### src/rtl/core/assert_macros.svh
// Assertion macros used by the top level of the rotation matrix core.
`ifndef ASSERT_MACROS_SVH
`define ASSERT_MACROS_SVH

// Check a condition in the same cycle as its trigger, on clk, disabled in reset.
`define ERA_ASSERT_NOW(label, trig, cond) \
  label: assert property (@(posedge clk) disable iff (rst) (trig) |-> (cond)) \
    else $error("same-cycle check failed");

// Check a condition in the cycle after its trigger, on clk, disabled in reset.
`define ERA_ASSERT_NEXT(label, trig, cond) \
  label: assert property (@(posedge clk) disable iff (rst) (trig) |=> (cond)) \
    else $error("next-cycle check failed");

`endif

### src/rtl/core/era_pkg.sv
// Shared types and constants of the Euler-angle rotation matrix core.
package era_pkg;

  // Angle and output formats.
  localparam int ANGLE_BITS = 16;
  localparam int FRAC_BITS  = 14;
  localparam int FIELD_W    = 16;
  localparam int OUT_W      = FRAC_BITS + 2;
  localparam int OUT_ONE    = 1 << FRAC_BITS;

  // Pitch and roll scale register, unsigned Q4.12.
  localparam int SCALE_W    = 16;
  localparam int SCALE_FRAC = 12;
  localparam logic [SCALE_W-1:0] SCALE_RESET = SCALE_W'(4096);

  // Internal trig and product format: Q30 magnitudes up to and including 1.0.
  localparam int Q     = 30;
  localparam int RED_W = Q;
  localparam int MAG_W = Q + 1;

  // Lanes of the trig pipeline.
  localparam int LANES      = 3;
  localparam int LANE_YAW   = 0;
  localparam int LANE_PITCH = 1;
  localparam int LANE_ROLL  = 2;

  typedef logic [ANGLE_BITS-1:0] angle_t;

  // One input transfer.
  typedef struct packed {
    logic [FIELD_W-1:0] yaw_angle;
    logic [FIELD_W-1:0] pitch_angle;
    logic [FIELD_W-1:0] roll_angle;
  } angles_t;

  // One output transfer.
  typedef struct packed {
    logic signed [OUT_W-1:0] m00;
    logic signed [OUT_W-1:0] m01;
    logic signed [OUT_W-1:0] m02;
    logic signed [OUT_W-1:0] m10;
    logic signed [OUT_W-1:0] m11;
    logic signed [OUT_W-1:0] m12;
    logic signed [OUT_W-1:0] m20;
    logic signed [OUT_W-1:0] m21;
    logic signed [OUT_W-1:0] m22;
  } matrix_t;

  // Sign-magnitude Q30 value.
  typedef struct packed {
    logic             neg;
    logic [MAG_W-1:0] mag;
  } sm_t;

  // Sine and cosine of one angle.
  typedef struct packed {
    sm_t sn;
    sm_t cs;
  } sincos_t;

endpackage

### src/rtl/core/era_scale.sv
// Input stage: applies the pitch and roll scale and registers the three angles.
module era_scale import era_pkg::*; (
  input  logic                 clk,
  input  logic                 rst,
  input  logic [SCALE_W-1:0]   scale,
  input  logic                 up_valid,
  output logic                 up_stall,
  input  angles_t              angles,
  output logic                 dn_valid,
  input  logic                 dn_stall,
  output angle_t [LANES-1:0]   angle
);

  logic [ANGLE_BITS+SCALE_W-1:0] pitch_prod;
  logic [ANGLE_BITS+SCALE_W-1:0] roll_prod;

  // The stage takes a new transfer unless it holds one that cannot move on.
  assign up_stall = dn_valid && dn_stall;

  // Scale products; the Q4.12 fraction is dropped and the result wraps a turn.
  always_comb begin
    pitch_prod = (ANGLE_BITS+SCALE_W)'(angles.pitch_angle[ANGLE_BITS-1:0]) *
                 (ANGLE_BITS+SCALE_W)'(scale);
    roll_prod  = (ANGLE_BITS+SCALE_W)'(angles.roll_angle[ANGLE_BITS-1:0]) *
                 (ANGLE_BITS+SCALE_W)'(scale);
  end

  // Valid bit.
  always_ff @(posedge clk) begin
    if (rst) begin
      dn_valid <= 1'b0;
    end else if (!up_stall) begin
      dn_valid <= up_valid;
    end
  end

  // Angle register.
  always_ff @(posedge clk) begin
    if (!up_stall) begin
      angle[LANE_YAW]   <= angles.yaw_angle[ANGLE_BITS-1:0];
      angle[LANE_PITCH] <= pitch_prod[SCALE_FRAC +: ANGLE_BITS];
      angle[LANE_ROLL]  <= roll_prod[SCALE_FRAC +: ANGLE_BITS];
    end
  end

endmodule

### config.mk
export PLATFORM = sky130hd
export DESIGN_NAME = era_scale
export DESIGN_NICKNAME = d
export VERILOG_FILES = /design/src/rtl/core/assert_macros.svh /design/src/rtl/core/era_pkg.sv /design/src/rtl/core/era_scale.sv
export SDC_FILE = /design/constraint.sdc
export NUM_CORES = 1
export LEC_CHECK = 0
export ABC_AREA = 1
export ABC_CLOCK_PERIOD_IN_PS = 7600
export BUFFER_PORTS_ARGS = -buffer_cell sky130_fd_sc_hd__buf_2
export CORE_UTILIZATION = 52
export CTS_CLUSTER_DIAMETER = 30
export CTS_CLUSTER_SIZE = 24
export DETAILED_ROUTE_END_ITERATION = 10
export PLACE_DENSITY = 0.7
export SETUP_SLACK_MARGIN = 0.5
export SYNTH_ARGS = -nofsm -noshare
export SYNTH_HDL_FRONTEND = slang
export SYNTH_SLANG_ARGS = --single-unit
export TNS_END_PERCENT = 30
### constraint.sdc
create_clock -name clk -period 7.6 [get_ports clk]
set_clock_uncertainty 0.1 [all_clocks]
set_input_delay 1.14 -clock clk [delete_from_list [all_inputs] [get_ports clk]]
set_output_delay 1.14 -clock clk [all_outputs]
set_load 0.02 [all_outputs]
# Word-level counts from Yosys, hierarchy flattened
# Index checks and enable logic that the tools add are counted.
totals:
  latchBits: 0
  wordCells: 7
  mem_bits_ro: 0
  mem_count: 0
  mem_bits_rw: 0
  output_inout_bits: 50
  register_bits: 49
  inputBits: 68
classes:
  mux: 0
  eq_ne: 0
  div: 0
  order_cmp: 0
  add_sub_neg: 0
  n_shift: 0
  bitwise_logic: 0
  reduce_logical: 1
  multipliers: 2
op_table:
  columns: ["op", "n"]
  rows:
  - ["$mul 16x16->28", 2]
  - ["$logic_and 1x1->1", 1]

# Longest topological paths before layout
depth:
  depth_word: 1
  ltp_mapped: 25
  ltp_nobuf: 23

# Least setup slack after synthesis
# OpenSTA, ideal clock, no wires.
synth_timing:
  kind: "input-to-reg"
  startpoint: "input scale[1]"
  endpoint: "register angle[21] (netlist bit) (data pin)"
  cell_stages: 21
  t_arrival_ns: 6.002
  path_buffers: 2
  setup_time_ns: 0.252
  t_required_ns: 7.248
  slack_ns: 1.246
  cell_sequence: "clkbuf_1 buf_1 nand2_1 fa_1 fa_1 fa_1 inv_1 fa_1 fa_1 inv_1 fa_1 inv_1 ha_1 a21oi_1 o21ai_0 a21oi_1 nand2_2 nand2_1 nand2_1 nand2_1 nand2_1"
synth_between:
  elab_chain_cells: 1
synth_lines:
  columns: ["item", "line", "rtl"]
  rows:
  - ["start, declared", "era_scale.sv:5", "input logic [SCALE_W-1:0] scale,"]
  - ["$mul 16x16->28", "era_scale.sv:22", "pitch_prod = (ANGLE_BITS+SCALE_W)'(angles.pitch_angle[ANGLE_BITS-1:0]) *"]
  - ["net pitch_prod[17]", "era_scale.sv:14", "logic [ANGLE_BITS+SCALE_W-1:0] pitch_prod;"]
  - ["end signal, assigned by index", "era_scale.sv:40", "angle[LANE_YAW] <= angles.yaw_angle[ANGLE_BITS-1:0];"]
  - ["end signal, assigned by index", "era_scale.sv:41", "angle[LANE_PITCH] <= pitch_prod[SCALE_FRAC +: ANGLE_BITS];"]
  - ["end signal, assigned by index", "era_scale.sv:42", "angle[LANE_ROLL] <= roll_prod[SCALE_FRAC +: ANGLE_BITS];"]
  - ["end, declared", "era_scale.sv:11", "output angle_t [LANES-1:0] angle"]
# The timed path passes the listed nets, and every way through them passes these cells.
# A chain may end at the register's enable or synchronous reset.

# Final worst setup path
layout_timing:
  startpoint: "input scale[2]"
  endpoint: "register angle[44] (netlist bit) (data pin)"
layout_between:
  elab_chain_cells: 1
layout_lines:
  columns: ["item", "line", "rtl"]
  rows:
  - ["$mul 16x16->28", "era_scale.sv:24", "roll_prod = (ANGLE_BITS+SCALE_W)'(angles.roll_angle[ANGLE_BITS-1:0]) *"]
  - ["net roll_prod[24]", "era_scale.sv:15", "logic [ANGLE_BITS+SCALE_W-1:0] roll_prod;"]
# The timed path passes the listed nets, and every way through them passes these cells.

==> out/results.tsv <==
metric	value	unit
worst-slew-pin-transition	742	ps
cts_repair_resize_count	0	
post-route-min-period	6590	ps
setup_total_negative_slack	0	ps
max-clock-path-buffers	2	
critPathBufInv	2	
place_area	19100	sq um
rsz0062_at_grt	false	
insertion_delay_of_the_later_clocked_pin_in_the_worst_skew_pair	330	ps
ys.warnings.count	0	
worstPathArrival	6570	ps
cp_common_cell	sky130_fd_sc_hd__fa_1	
global_route.overflow_total	0	
final_net_count	3043	
placement_rows	68	
cts.clk_slew.worst_paths	100	ps
placeable_core_area	34500	sq um
critPathMaxFanout	32	
post_drt_via_cell_ratio	5.09	
area_delta_synth_final	5.62	%
cts_root_buffer	sky130_fd_sc_hd__clkbuf_16	
cts_buffers	5	
max_slew_violation_count	0	
syn-mean-instance-area	7.58	sq um
post_synth_instance_area	18200	sq um
sequential_element_share_of_the_synthesized_area	8.02	%
dieHeight	189	um
globalRouteTotalUtil	27.0	%
initial_utilization	52.8	%
post_cts.repair.setup_buffers	0	
netlist_top_cells_area	sky130_fd_sc_hd__fa_1 (41%), sky130_fd_sc_hd__inv_1 (15%), sky130_fd_sc_hd__nand2_1 (15%)	
detailed_place_hpwl	36900	um
dr.pass1.iters	5	
placed_cells	2887	
first_global_vias	16100	
portBuffers	117	
yosysTopAreaCell	sky130_fd_sc_hd__fa_1	
achievable-frequency	0.152	GHz
post_route_cells_drive_above_1_share	6.07	%
maxCapViolations	0	
worstHoldPathCells	2	
worst_slew_margin_rel	50.5	%
final-instance-count-excl-fill	2899	
routedWlPerCell	15.6	um
finalSetupViolations	0	
die_area	35800	sq um
drtIter0Drc	766	
via_count	14700	
timing.setup.critical_path_class	input pin to flip-flop	
cts_sinks	49	
number_of_antenna_violations_at_the_first_check_in_global_routing	0	
cpMaxStageDelayCell	sky130_fd_sc_hd__fa_1	
crit_required	7580	ps
crit_path_cell_trace	buf_2 > nand2_1 > fa_1 > fa_1 > fa_1 > fa_1 > inv_1 > fa_1 > fa_1 > ha_1 > a21oi_1 > a21boi_0 > nor2_1 > o21ai_0 > nand3_1 > nand2_1 > nand2_1	
worst_hold_path_type	input pin to flip-flop	
critical_path_depth	17	
synth_cells	2404	
grt_max_degree	50	
worstSetupEndpointType	flip-flop	
final_cell_area_excluding_filler_cells	19300	sq um
post_cts_hold_buffer_count	0	
cts_tree	yes	
post-route-period-util	86.7	%
synth_top_area_share	41.3	%
r2r_slack	6180	ps
i_o_pin_total	118	
netlist-cell-type-count	32	
grt_first_pass_wirelength	76800	um
syn-num-nets	3008	
route.antenna.remaining_nets	0	
critical_path.startpoint_type	input pin	
routabilityCongestion	0.957	
htree_levels	2	
die_width	189	um
synth_register_bits	49	
wirelength	45200	um
outcome	finished clean	
cpPeakStageDelay	590	ps
hold_violations_final	0	
detailed_route_drc_error_count	0	
critical-path-top-delay-family	adder cells	
rr_worst_depth	2	
[through the flow]
step / hold WS, ps / util (%) / worst slack (ps)
final: 847 / 55.7 / 1010
after global routing: 838 / 55.7 / 721
after CTS: 838 / 55.7 / 1050
after detailed placement: 874 / 55.3 / 732
after floorplan: 1110 / - / 1250
after global placement: 850 / 55.3 / 766
[layout make-up]
class,instances,area (sq um)
multi-input cells,1522,13600
inverters,730,2740
flip-flops and latches,49,1460
well taps,455,569
fillers,3285,15300
clock inverters,2,13.8
repair buffers,131,691
diodes,4,10.0
clock buffers,6,129
[layer usage]
layer	track usage (%)	up-vias	routed length (um)
li1	-	6877	-
met5	0	-	0
met3	3.80	98	2650
met1	32.8	7251	18300
met4	9.03	0	1200
met2	49.1	517	23100
[placed cells by master (no fill, tap or decap), drive strengths merged]
cell type | netlist | routed
o21bai | 7 | 7
and2 | 2 | 2
ha | 160 | 160
o21a | 2 | 2
dfxtp | 1 | 1
a21o | 3 | 3
nand3 | 57 | 57
inv | 730 | 731
nor3 | 11 | 11
or2 | 1 | 1
xnor2 | 4 | 4
a21boi | 2 | 2
nand4 | 8 | 8
fa | 376 | 376
a211oi | 1 | 1
o21ai | 25 | 25
diode | 0 | 4
nand3b | 1 | 1
nor4 | 6 | 6
edfxtp | 48 | 48
buf | 10 | 131
a21oi | 50 | 50
nor2 | 70 | 70
clkinv | 0 | 1
nand2b | 1 | 1
nand2 | 721 | 721
xor2 | 14 | 14
clkbuf | 93 | 6
[synthesized netlist by cell type (all sizes together)]
master and instances:
a211oi 1, a21boi 2, a21o 3, a21oi 50, and2 2, buf 10, clkbuf 93, dfxtp 1
edfxtp 48, fa 376, ha 160, inv 730, nand2 721, nand2b 1, nand3 57, nand3b 1
nand4 8, nor2 70, nor3 11, nor4 6, o21a 2, o21ai 25, o21bai 7, or2 1
xnor2 4, xor2 14
[state kept, by name, summed over array words and instances, names as in the netlist]
signal	flops
angle	48
dn_valid	1
[path summary, 6_finish.rpt]
check / from / to
worst max-delay path: scale[2] / angle[44]$_DFFE_PN_
worst min-delay path: rst / dn_valid$_SDFFE_PP0N_
worst max register to register: dn_valid$_SDFFE_PP0N_ / angle[26]$_DFFE_PN_
worst min register to register: dn_valid$_SDFFE_PP0N_ / angle[35]$_DFFE_PN_
[logic make-up after synthesis]
family / count (synthesis) / synth area share, %
AOI/OAI and AO/OA: 90 / 2.70
buffers and inverters: 833 / 17.2
DFF: 49 / 8.02
xor gates and xnor gates: 18 / 0.865
and+or+nand+nor: 878 / 19.0
adders and majority gates: 536 / 52.3
Power is not shown: default switching activity piles up to over one toggle a cycle in this logic, so the estimate is an artifact.
